[config.mk]
export PLATFORM = sky130hd
export DESIGN_NAME = htlp_ram
export DESIGN_NICKNAME = d
export VERILOG_FILES = /design/src/rtl/htlp_ram.sv
export SDC_FILE = /design/constraint.sdc
export NUM_CORES = 1
export LEC_CHECK = 0
export BUFFER_PORTS_ARGS = -buffer_cell sky130_fd_sc_hd__buf_4
export CELL_PAD_IN_SITES_DETAIL_PLACEMENT = 1
export CELL_PAD_IN_SITES_GLOBAL_PLACEMENT = 1
export CORE_MARGIN = 3
export CORE_UTILIZATION = 48
export CTS_CLUSTER_DIAMETER = 100
export DETAILED_ROUTE_END_ITERATION = 6
export GPL_TIMING_DRIVEN = 0
export PLACE_DENSITY = 0.84
export SETUP_SLACK_MARGIN = 0.02
export SLEW_MARGIN = 20
export SYNTH_ARGS = -nofsm -noshare
export SYNTH_HDL_FRONTEND = slang
export SYNTH_SLANG_ARGS = --single-unit
[constraint.sdc]
create_clock -name clk -period 2 [get_ports clk]
set_clock_uncertainty 0.15 [all_clocks]
set_input_delay 0.4 -clock clk [delete_from_list [all_inputs] [get_ports clk]]
set_output_delay 0.4 -clock clk [all_outputs]
set_load 0.005 [all_outputs]
[src/rtl/htlp_ram.sv]
`timescale 1ns / 1ps

module htlp_ram #(
    parameter int WIDTH = 8,
    parameter int DEPTH = 16
) (
    input  logic                     clk,
    input  logic                     we,
    input  logic [$clog2(DEPTH)-1:0] waddr,
    input  logic [WIDTH-1:0]         wdata,
    input  logic [$clog2(DEPTH)-1:0] raddr,
    output logic [WIDTH-1:0]         rdata
);

    logic [WIDTH-1:0] mem [DEPTH];

    always_ff @(posedge clk)
    begin
        if (we)
        begin
            mem[waddr] <= wdata;
        end
        rdata <= mem[raddr];
    end

endmodule

Word-level counts from Yosys, hierarchy flattened
Memories as Yosys holds them, arrays and structs flattened. A register that Yosys moved wholly into a read port is not among the register bits.
Index checks and enable logic that the tools add are counted.
{"block": "word_totals", "out_inout_bits": 8, "mem_count": 1, "wordCells": 3, "ramBits": 128, "ff_bits": 0, "input_bits": 18}
{"memory": "mem", "words": 16, "word_bits": 8, "rd": 1, "rd_ports_with_merged_regs": 1, "wr": 1, "line": "15", "rtl": "logic [WIDTH-1:0] mem [DEPTH];"}
{"block": "classes", "mux": 2}
{"cell": "two-way mux 1 bit", "n": 2}

Depth between registers and ports, before layout
Gate-level depths: netlist of run 1.
{"block": "logic_depth", "ltp_word": 2, "depth_mapped": 5, "depth_no_buf": 3}

Least setup slack after synthesis of run 1
OpenSTA, ideal clock, no wires.
{"block": "synth_path", "path_type": "input to register", "start": "input port waddr[2]", "end": "memory mem[0][0], enable pin", "stages": 2, "arrival_ns": 1.510, "setup_ns": 0.383, "path_slack_ns": -0.043, "required_time_ns": 1.467, "n_path_buf": 0, "cell_sequence": "or3b_2 nor3_1"}
{"item": "start, declared", "line": "9", "rtl": "input logic [$clog2(DEPTH)-1:0] waddr,"}
{"item": "end, declared", "line": "15"}
No word-level cell before the write port.

Final worst setup path of run 1
{"block": "layout_path", "start": "input port waddr[2]", "end": "memory mem[3][2], enable pin"}
No word-level cell before the write port.

==> results of run 1 <==
-- cell families (layout without fill, tap and decap cells) --
group | after synthesis | count (layout) | synth area share, %
AND/OR/NAND/NOR | 35 | 35 | 3.18
multiplexers | 32 | 32 | 15.0
AO/OA/AOI/OAI | 16 | 16 | 2.33
buffers and inverters | 10 | 66 | 1.68
flip-flops | 136 | 136 | 77.8
-- cell type report --
class / instances / area share [%]
Sequential cell: 136 / 65.5
Multi-Input combinational cell: 83 / 17.6
Clock buffer: 21 / 7.35
Timing Repair Buffer: 24 / 2.95
Tap cell: 136 / 2.78
Clock inverter: 11 / 2.39
Buffer: 10 / 1.41
-- layer usage --
| layer | wire length (um) | global-route usage (%) | vias up |
|---|---|---|---|
| li1 | - | - | 1062 |
| met1 | 4520 | 27.4 | 1248 |
| met2 | 5430 | 30.9 | 93 |
| met3 | 792 | 5.70 | 8 |
| met4 | 124 | 6.68 | 0 |
| met5 | 0 | 0 | - |
-- power groups by stage --
stage | Sequential [mW] | Combinational [mW] | Clock, mW
after floorplan | 3.26 | 0.162 | 0
after global placement | 3.26 | 0.310 | 0
after detailed placement | 3.26 | 0.329 | 0
after CTS | 3.21 | 0.331 | 3.14
after global routing | 3.21 | 0.352 | 3.28
final | 3.21 | 0.327 | 3.12
-- state kept, by name, summed over array words and instances, names as in the netlist --
name   count
rdata      8
mem      128
-- synthesized netlist by cell type, types with 3 or more instances --
library cell     count  area [um2]
nor3_1               4        20.0
edfxtp_1           128        3840
mux4_1              14         368
nor2_1              13        48.8
nand2_1              9        33.8
dfxtp_1              8         160
buf_2                3        15.0
mux4_2              18         405
a22oi_1             16         120
clkdlybuf4s25_2      3        30.0
buf_6                3        33.8
-- final timing paths --
| kind | from | to | slack (ns) |
|---|---|---|---|
| worst max-delay path | waddr[2] | mem[3][2]$_DFFE_PP_ | 0.21 |
| worst min-delay path | wdata[0] | mem[2][0]$_DFFE_PP_ | 0.06 |
| worst max register to register | mem[3][7]$_DFFE_PP_ | rdata[7]$_DFF_P_ | 0.40 |
| worst min register to register | mem[8][2]$_DFFE_PP_ | rdata[2]$_DFF_P_ | 0.54 |
-- worst max-delay path: stages --
cell,delay (ns)
buf_4,0.12
or3b_2,0.54
nor2_1,0.72
-- per-stage QoR --
stage / power [mW] / std cells
after global placement: 3.57 / 389
after global routing: 6.84 / 421
after floorplan: 3.42 / 229
final: 6.65 / 421
after detailed placement: 3.59 / 389
after CTS: 6.68 / 421
==> run metrics, run 1 <==
number of hold-slack violations in the final timing report 0; syn_nets about 250; standard cell core area about 10,000 um2; commonest cells after routing, fill and taps aside 128 x edfxtp_1, 25 x buf_4, 18 x mux4_2; remaining global-route overflow 0; area of the multi-input gates between 1000 and 1500 um2; CP Launch Type input pin; number of clock buffers inserted by TritonCTS 17; Clock Sink Count ~140; Worst Reg-to-Reg Cells 3; maximum operating frequency ~560 MHz; number of enable-type register cells in the synthesized netlist around 130; power share of the clock group 46.9%; Area Growth Syn to Fin 18.8%; Rel. slew slack roughly two fifths; total count of max-transition violations in the final report 0; buffer type at the clock tree root clkbuf_8; number of top-level pins 26; number of antenna violations at the first check in global routing 0; count of port buffers added during placement 24; crit path max fanout 8; VDD IR max between 0.0004 and 0.0005 V; die width 110 um; layout filler cell count 890; vertical die dimension between 100 and 150 um; number of nets in the layout 290; WHS 0.0589 ns; source-to-sink clock delay at the later pin of the worst-skew pair 0.52 ns; Static Leak approximately 2 nW; vias after detailed routing between 2,000 and 2,500; number of warnings reported in the yosys synthesis log 0; placement-stage worst setup slack -0.268 ns; initial cell density of the core about half; final core occ roughly 59%; kind of capture point of the worst setup path register; antenna diode instance count 0; post-layout worst setup margin between 0.2 and 0.25 ns; # Post-CTS Setup Buffers 0; power share of the sequential group between 40 and 50%; switching power as a share of total power 20.3%; WS Path Type input pin to register; Fin Setup TNS 0 ns; data arrival time of the critical path roughly 1.8 ns; worst endpoint required time 2.00 ns; mean instance size in the synthesized netlist 22.5 um2; total iterations of the first detailed-routing run 4; area of all sequential standard cells 4000 um2; Post-Place Cell Area around 5500 um2; CTS H-tree depth 4; Post-Layout Inst Area between 6000 and 7000 um2; CTS max path bufs 2; slew at the pin closest to its max-slew limit 0.904 ns; fraction of final layout cells sized beyond drive strength 1 between 30% and 40%; setup violation total in the final timing report 0; Unique masters post-synth 19; largest net degree at the start of global routing 17; wire length of the first global-routing pass approximately 16,000 um; Post-DP HPWL 6910 um; Syn Inst Count about 230; violation count after the first detailed-route iteration 146; final period utilization between 80% and 90%; CTS tree done; class of the tightest hold or removal check input pin to register; weighted congestion at the end of routability-driven global placement about 0.74; Switching Power ~1.4 mW; most common cell after layout, fill and taps aside edfxtp_1; share of synthesized registers carrying an async set or reset 0%; cts-stage hold buffer count 0; Syn Std Cell Area 5150 um2; routed length per placed instance approximately 26 um; cell count of the worst hold path 1; clock input transition at the sequential cells of the worst setup and hold paths about 0.060 ns; outcome finished clean; pwr/cell area 1090 nW/um2; total of max-cap violations 0; Seq/Total Area, Yosys 77.8%; most common flop cell mapped by yosys edfxtp_1; remaining number of nets flagged by the antenna check after routing 0; global-route total usage across every layer 19.9%; internal power summed over all cells approximately 5.3 mW; total of flip-flops plus latches after synthesis between 100 and 150; combinational fraction of design power 4.9%; average via count per standard cell around 5.7; area enclosed by the die boundary between 10,000 and 15,000 um2; post-route minimum period 1.79 ns; final wirelength around 11,000 um; vias in the first global route roughly 2,600; Cell Rows 37; post-CTS resize count 0; unrepaired setup endpoints after global routing no; drc violations 0
Power figures use the tool's default switching activity.
==> inputs of run 2 (changes only) <==
--- a/config.mk
+++ b/config.mk
@@ -13,7 +13,7 @@
 export CTS_CLUSTER_DIAMETER = 100
 export DETAILED_ROUTE_END_ITERATION = 6
 export GPL_TIMING_DRIVEN = 0
-export PLACE_DENSITY = 0.84
+export PLACE_DENSITY = 0.71
 export SETUP_SLACK_MARGIN = 0.02
 export SLEW_MARGIN = 20
 export SYNTH_ARGS = -nofsm -noshare
==> run 2 against run 1 <==
  * Flip-flop and latch count unchanged
  * Total power is 6.8% lower
  * Design area shrank 1.4%
  * Hold slack better by 0.0013 ns
  * Sequential share of layout area is 0.92 points higher
  * Routed wire length fell by 3.5%
  * Clock power is 15% lower
  * Critical endpoint is now mem[1][2]$_DFFE_PP_
  * Largest cell class unchanged
==> run metrics, run 2 (synthesized netlist as in run 1, its figures left out) <==
worst reg2reg setup slack around 0.31 ns; # Post-CTS Setup Buffers 0; number of top-level pins 26; chain of cells forming the critical path buf_4 > or3b_2 > nor2_1; CTS tree done; Rel. slew slack 45.4%; CP Launch Type input pin; CTS H-tree depth 4; class of the tightest hold or removal check input pin to register; final period utilization 86.5%; data arrival time of the critical path roughly 1.7 ns; Static Leak between 2 and 2.5 nW; Largest Register mem; die width between 100 and 150 um; remaining number of nets flagged by the antenna check after routing 0; total of max-cap violations 0; unrepaired setup endpoints after global routing no; outcome finished clean; Post-DP HPWL around 6600 um; CTS max path bufs 2; WS Path Type input pin to register; Clock Sink Count roughly 140; Post-Place Cell Area 5520 um2; average via count per standard cell 5.69; number of clock buffers inserted by TritonCTS 17; standard cell core area 10,400 um2; instance count after placement with tap cells included between 300 and 400; number of antenna violations at the first check in global routing 0; largest registers in the final layout mem (128), rdata (8); remaining global-route overflow 0; cts-stage hold buffer count 0; pwr/cell area roughly 1000 nW/um2; antenna diode instance count 0; fraction of final layout cells sized beyond drive strength 1 between 20% and 30%; Post-Layout Inst Area around 6000 um2; post-CTS resize count 0; post-route minimum period around 1.7 ns; kind of capture point of the worst setup path register; weighted congestion at the end of routability-driven global placement 0.733; clock input transition at the sequential cells of the worst setup and hold paths about 0.060 ns; final core occ between 50% and 60%; Area Growth Syn to Fin 17.1%; final wirelength 10,500 um; routed length per placed instance 24.9 um; VDD IR max a little under 0.0005 V; Cell Rows 37; number of nets in the layout 290; number of hold-slack violations in the final timing report 0; crit path max fanout 8; slew at the pin closest to its max-slew limit 0.817 ns; number of flip-flops in the largest register 128; final instance count without filler cells 421; violation count after the first detailed-route iteration 180; maximum operating frequency just under 600 MHz; vias after detailed routing roughly 2,400; largest net degree at the start of global routing 17; vias in the first global route approximately 2,500; global-route total usage across every layer 19.5%; initial cell density of the core between 40% and 50%; commonest cells after routing, fill and taps aside 128 x edfxtp_1, 25 x buf_4, 18 x mux4_2; vertical die dimension approximately 110 um; Worst path max stage delay approximately 0.65 ns; wire length of the first global-routing pass around 15,000 um; most common cell after layout, fill and taps aside edfxtp_1; total count of max-transition violations in the final report 0; drc violations 0; count of port buffers added during placement 24; setup violation total in the final timing report 0; total iterations of the first detailed-routing run 4; Max stage delay cell, worst path nor2_1; area enclosed by the die boundary ~12,000 um2; Fin Setup TNS 0 ns; source-to-sink clock delay at the later pin of the worst-skew pair approximately 0.52 ns; worst endpoint required time roughly 2.0 ns; buffer type at the clock tree root clkbuf_8
[run 2: area by class of cell]
type | instances | area [um2]
plain buffers | 10 | 86.3
flip-flops and latches | 136 | 4000
clock buffers | 20 | 425
multi-input cells | 83 | 1080
repair buffers | 24 | 180
fillers | 890 | 4340
clock inverters | 12 | 85.1
well taps | 136 | 170
[run 2: stage by stage]
stage	hold WS (ns)	setup slack, ns	power (mW)
after floorplan	0.349	0.184	3.42
after global placement	0.509	-0.358	3.57
after detailed placement	0.519	-0.255	3.59
after CTS	0.0403	0.283	6.25
after global routing	0.0528	0.221	6.41
final	0.0602	0.270	6.19
[run 2: layer usage]
layer | share of wire, % | vias to the layer above | GRT usage, %
met3 | 5.7 | 6 | 6.11
met1 | 42 | 1245 | 26.0
met5 | 0 | - | 0
met2 | 51 | 82 | 30.1
met4 | 1.6 | 0 | 7.84
li1 | - | 1062 | -
[run 2: worst max-delay path: cells and delay by family]
family | cells | cell delay, ns
and+or+nand+nor | 2 | 1.19
buffers and inverters | 1 | 0.12
[run 2: report_power, final]
group	leakage (nW)	switching (mW)	total, mW	internal [mW]
combinational	0.539	0.179	0.324	0.146
clock	0.248	1.05	2.66	1.61
sequential	1.22	0.0171	3.21	3.19
[run 2: final timing paths]
check                        endpoint  depth (start not counted)                start
setup / recovery  mem[1][2]$_DFFE_PP_                          3             waddr[2]
hold / removal    mem[6][5]$_DFFE_PP_                          1             wdata[5]
setup reg to reg     rdata[0]$_DFF_P_                          3  mem[3][0]$_DFFE_PP_
hold reg to reg      rdata[2]$_DFF_P_                          3  mem[8][2]$_DFFE_PP_
==> inputs of run 3 (changes only) <==
--- a/config.mk
+++ b/config.mk
@@ -9,11 +9,11 @@
 export CELL_PAD_IN_SITES_DETAIL_PLACEMENT = 1
 export CELL_PAD_IN_SITES_GLOBAL_PLACEMENT = 1
 export CORE_MARGIN = 3
-export CORE_UTILIZATION = 48
+export CORE_UTILIZATION = 53
 export CTS_CLUSTER_DIAMETER = 100
 export DETAILED_ROUTE_END_ITERATION = 6
 export GPL_TIMING_DRIVEN = 0
-export PLACE_DENSITY = 0.71
+export PLACE_DENSITY = 0.75
 export SETUP_SLACK_MARGIN = 0.02
 export SLEW_MARGIN = 20
 export SYNTH_ARGS = -nofsm -noshare
==> constraint.sdc (replaced) <==
create_clock -name clk -period 1.9 [get_ports clk]
set_clock_uncertainty 0.15 [all_clocks]
set_input_delay 0.38 -clock clk [delete_from_list [all_inputs] [get_ports clk]]
set_output_delay 0.38 -clock clk [all_outputs]
set_load 0.005 [all_outputs]
==> run 3 against run 2 <==
  * Core utilization rose by 6.8 points
  * Flip-flop and latch count unchanged
  * Setup slack got worse by 0.052 ns
  * Final cell count decreased by 1.7%
  * Routed wire length is 2.2% higher
==> run metrics, run 3 (synthesized netlist as in run 1, its figures left out) <==
outcome finished clean; vias after detailed routing approximately 2,400; initial cell density of the core between 50% and 60%; post-route minimum period 1.68 ns; cell count of the worst hold path 1; Fin Setup TNS 0 ns; total iterations of the first detailed-routing run 4; final wirelength 10,700 um; VDD IR max between 0.0007 and 0.0008 V; data arrival time of the critical path between 1.5 and 2 ns; Reg-to-Reg Start mem[5][0]$_DFFE_PP_; internal power summed over all cells roughly 5.2 mW; CP Launch Type input pin; die width ~100 um; power share of the sequential group roughly half; category of cells accounting for the largest share of critical-path delay simple AND/OR/NAND/NOR gates; remaining global-route overflow 0; final instance count without filler cells about 410; Post-DP HPWL between 6000 and 7000 um; Area Growth Syn to Fin 17.6%; post-CTS resize count 0; buffer type at the clock tree root clkbuf_8; instance count after placement with tap cells included roughly 380; cts-stage hold buffer count 0; switching power as a share of total power about 22%; Max stage delay cell, worst path nor2_1; standard cell core area slightly above 9000 um2; antenna diode instance count 0; crit path max fanout 8; largest registers in the final layout mem (128), rdata (8); end point of the worst hold path mem[3][6]$_DFFE_PP_; source-to-sink clock delay at the later pin of the worst-skew pair ~0.52 ns; reg-to-reg critical path endpoint rdata[0]$_DFF_P_; WS Path Type input pin to register; violation count after the first detailed-route iteration around 290; most common cell after layout, fill and taps aside edfxtp_1; power share of the clock group approximately 45%; average via count per standard cell 5.89; Largest Register mem; # Post-CTS Setup Buffers 0; Switching Power 1.47 mW; class of the tightest hold or removal check input pin to register; slew at the pin closest to its max-slew limit 0.847 ns; total of max-cap violations 0; remaining number of nets flagged by the antenna check after routing 0; vertical die dimension ~100 um; maximum operating frequency between 500 and 600 MHz; routed length per placed instance approximately 26 um; buffers and inverters on the worst path 1; setup violation total in the final timing report 0; weighted congestion at the end of routability-driven global placement between 0.6 and 0.7; final period utilization approximately nine tenths; count of port buffers added during placement 24; CTS tree done; Rel. slew slack between 40% and 50%; commonest cells after routing, fill and taps aside 128 x edfxtp_1, 25 x buf_4, 18 x mux4_2; global-route total usage across every layer between 20% and 30%; vias in the first global route around 2,600; drc violations 0; largest net degree at the start of global routing 17; Clock Sink Count ~140; Static Leak between 2 and 2.5 nW; start point of the worst min-delay path wdata[6]; Worst path max stage delay 0.64 ns; number of hold-slack violations in the final timing report 0; total count of max-transition violations in the final report 0; worst reg2reg setup slack between 0.3 and 0.4 ns; pwr/cell area between 1000 and 1500 nW/um2; unrepaired setup endpoints after global routing no; clock input transition at the sequential cells of the worst setup and hold paths around 0.06 ns; Cell Rows 35; wire length of the first global-routing pass 16,200 um; number of flip-flops in the largest register approximately 130; post-layout worst setup margin roughly 0.22 ns; area enclosed by the die boundary about 11,000 um2; number of clock buffers inserted by TritonCTS 17; worst endpoint required time 1.90 ns; CTS max path bufs 2; kind of capture point of the worst setup path register; number of top-level pins 26; CTS H-tree depth 4; chain of cells forming the critical path buf_4 > or3b_2 > nor2_1; number of antenna violations at the first check in global routing 0; fraction of final layout cells sized beyond drive strength 1 30.9%; number of nets in the layout between 200 and 300; Worst Reg-to-Reg Cells 3; combinational fraction of design power between 5 and 6%; placement-stage worst setup slack -0.306 ns
==> run 3: worst reg2reg max path: cells and delay by family, from the launching register on <==
family | cells | cell delay, ns
compound gates | 1 | 0.27
simple gates | 1 | 0.11
mux | 1 | 0.56
flops | 1 | 0.36
==> run 3: through the flow <==
stage          hold WS [ns]  utilization [%]  instance area, um2  total power [mW]
4_1_cts              0.0154             64.9                6050              6.75
2_1_floorplan         0.329                -                5150              3.60
3_5_place_dp          0.520             59.1                5510              3.78
6_report             0.0393             64.9                6050              6.71
3_3_place_gp          0.507             58.9                5490              3.76
5_1_grt              0.0275             64.9                6050              6.93
==> run 3: how the worst max path moves through the flow <==
stage / startpoint / end / slack, ns / cells after the start
4_1_cts: waddr[2] / mem[2][1]$_DFFE_PP_ / 0.23 / 3
3_5_place_dp: waddr[2] / mem[1][7]$_DFFE_PP_ / -0.31 / 3
6_report: waddr[2] / mem[2][3]$_DFFE_PP_ / 0.22 / 3
5_1_grt: waddr[2] / mem[3][1]$_DFFE_PP_ / 0.16 / 3
2_1_floorplan: waddr[2] / mem[3][0]$_DFFE_PP_ / 0.10 / 2
3_3_place_gp: waddr[2] / mem[8][1]$_DFFE_PP_ / -0.46 / 3
==> run 3: power by group through the flow <==
stage / logic, mW / registers, mW / clock network, mW
after detailed placement: 0.343 / 3.44 / 0
after global placement: 0.331 / 3.43 / 0
after CTS: 0.347 / 3.37 / 3.03
after floorplan: 0.171 / 3.43 / 0
after global routing: 0.370 / 3.38 / 3.18
final: 0.342 / 3.37 / 3.00
==> run 3: area by class of cell <==
type,count,area [um2]
sequential,136,4000
fill,755,3270
multi-input combinational,83,1080
clock buffer,17,414
timing repair buffer,24,180
tap,129,161
clock inverter,15,130
buffer,10,86.3
==> run 3: metal layers <==
| layer | part of all wire (%) | GRT usage (%) |
|---|---|---|
| met5 | 0 | 0 |
| met4 | 1.3 | 7.98 |
| met3 | 7.0 | 5.31 |
| met2 | 50 | 33.3 |
| met1 | 42 | 29.3 |
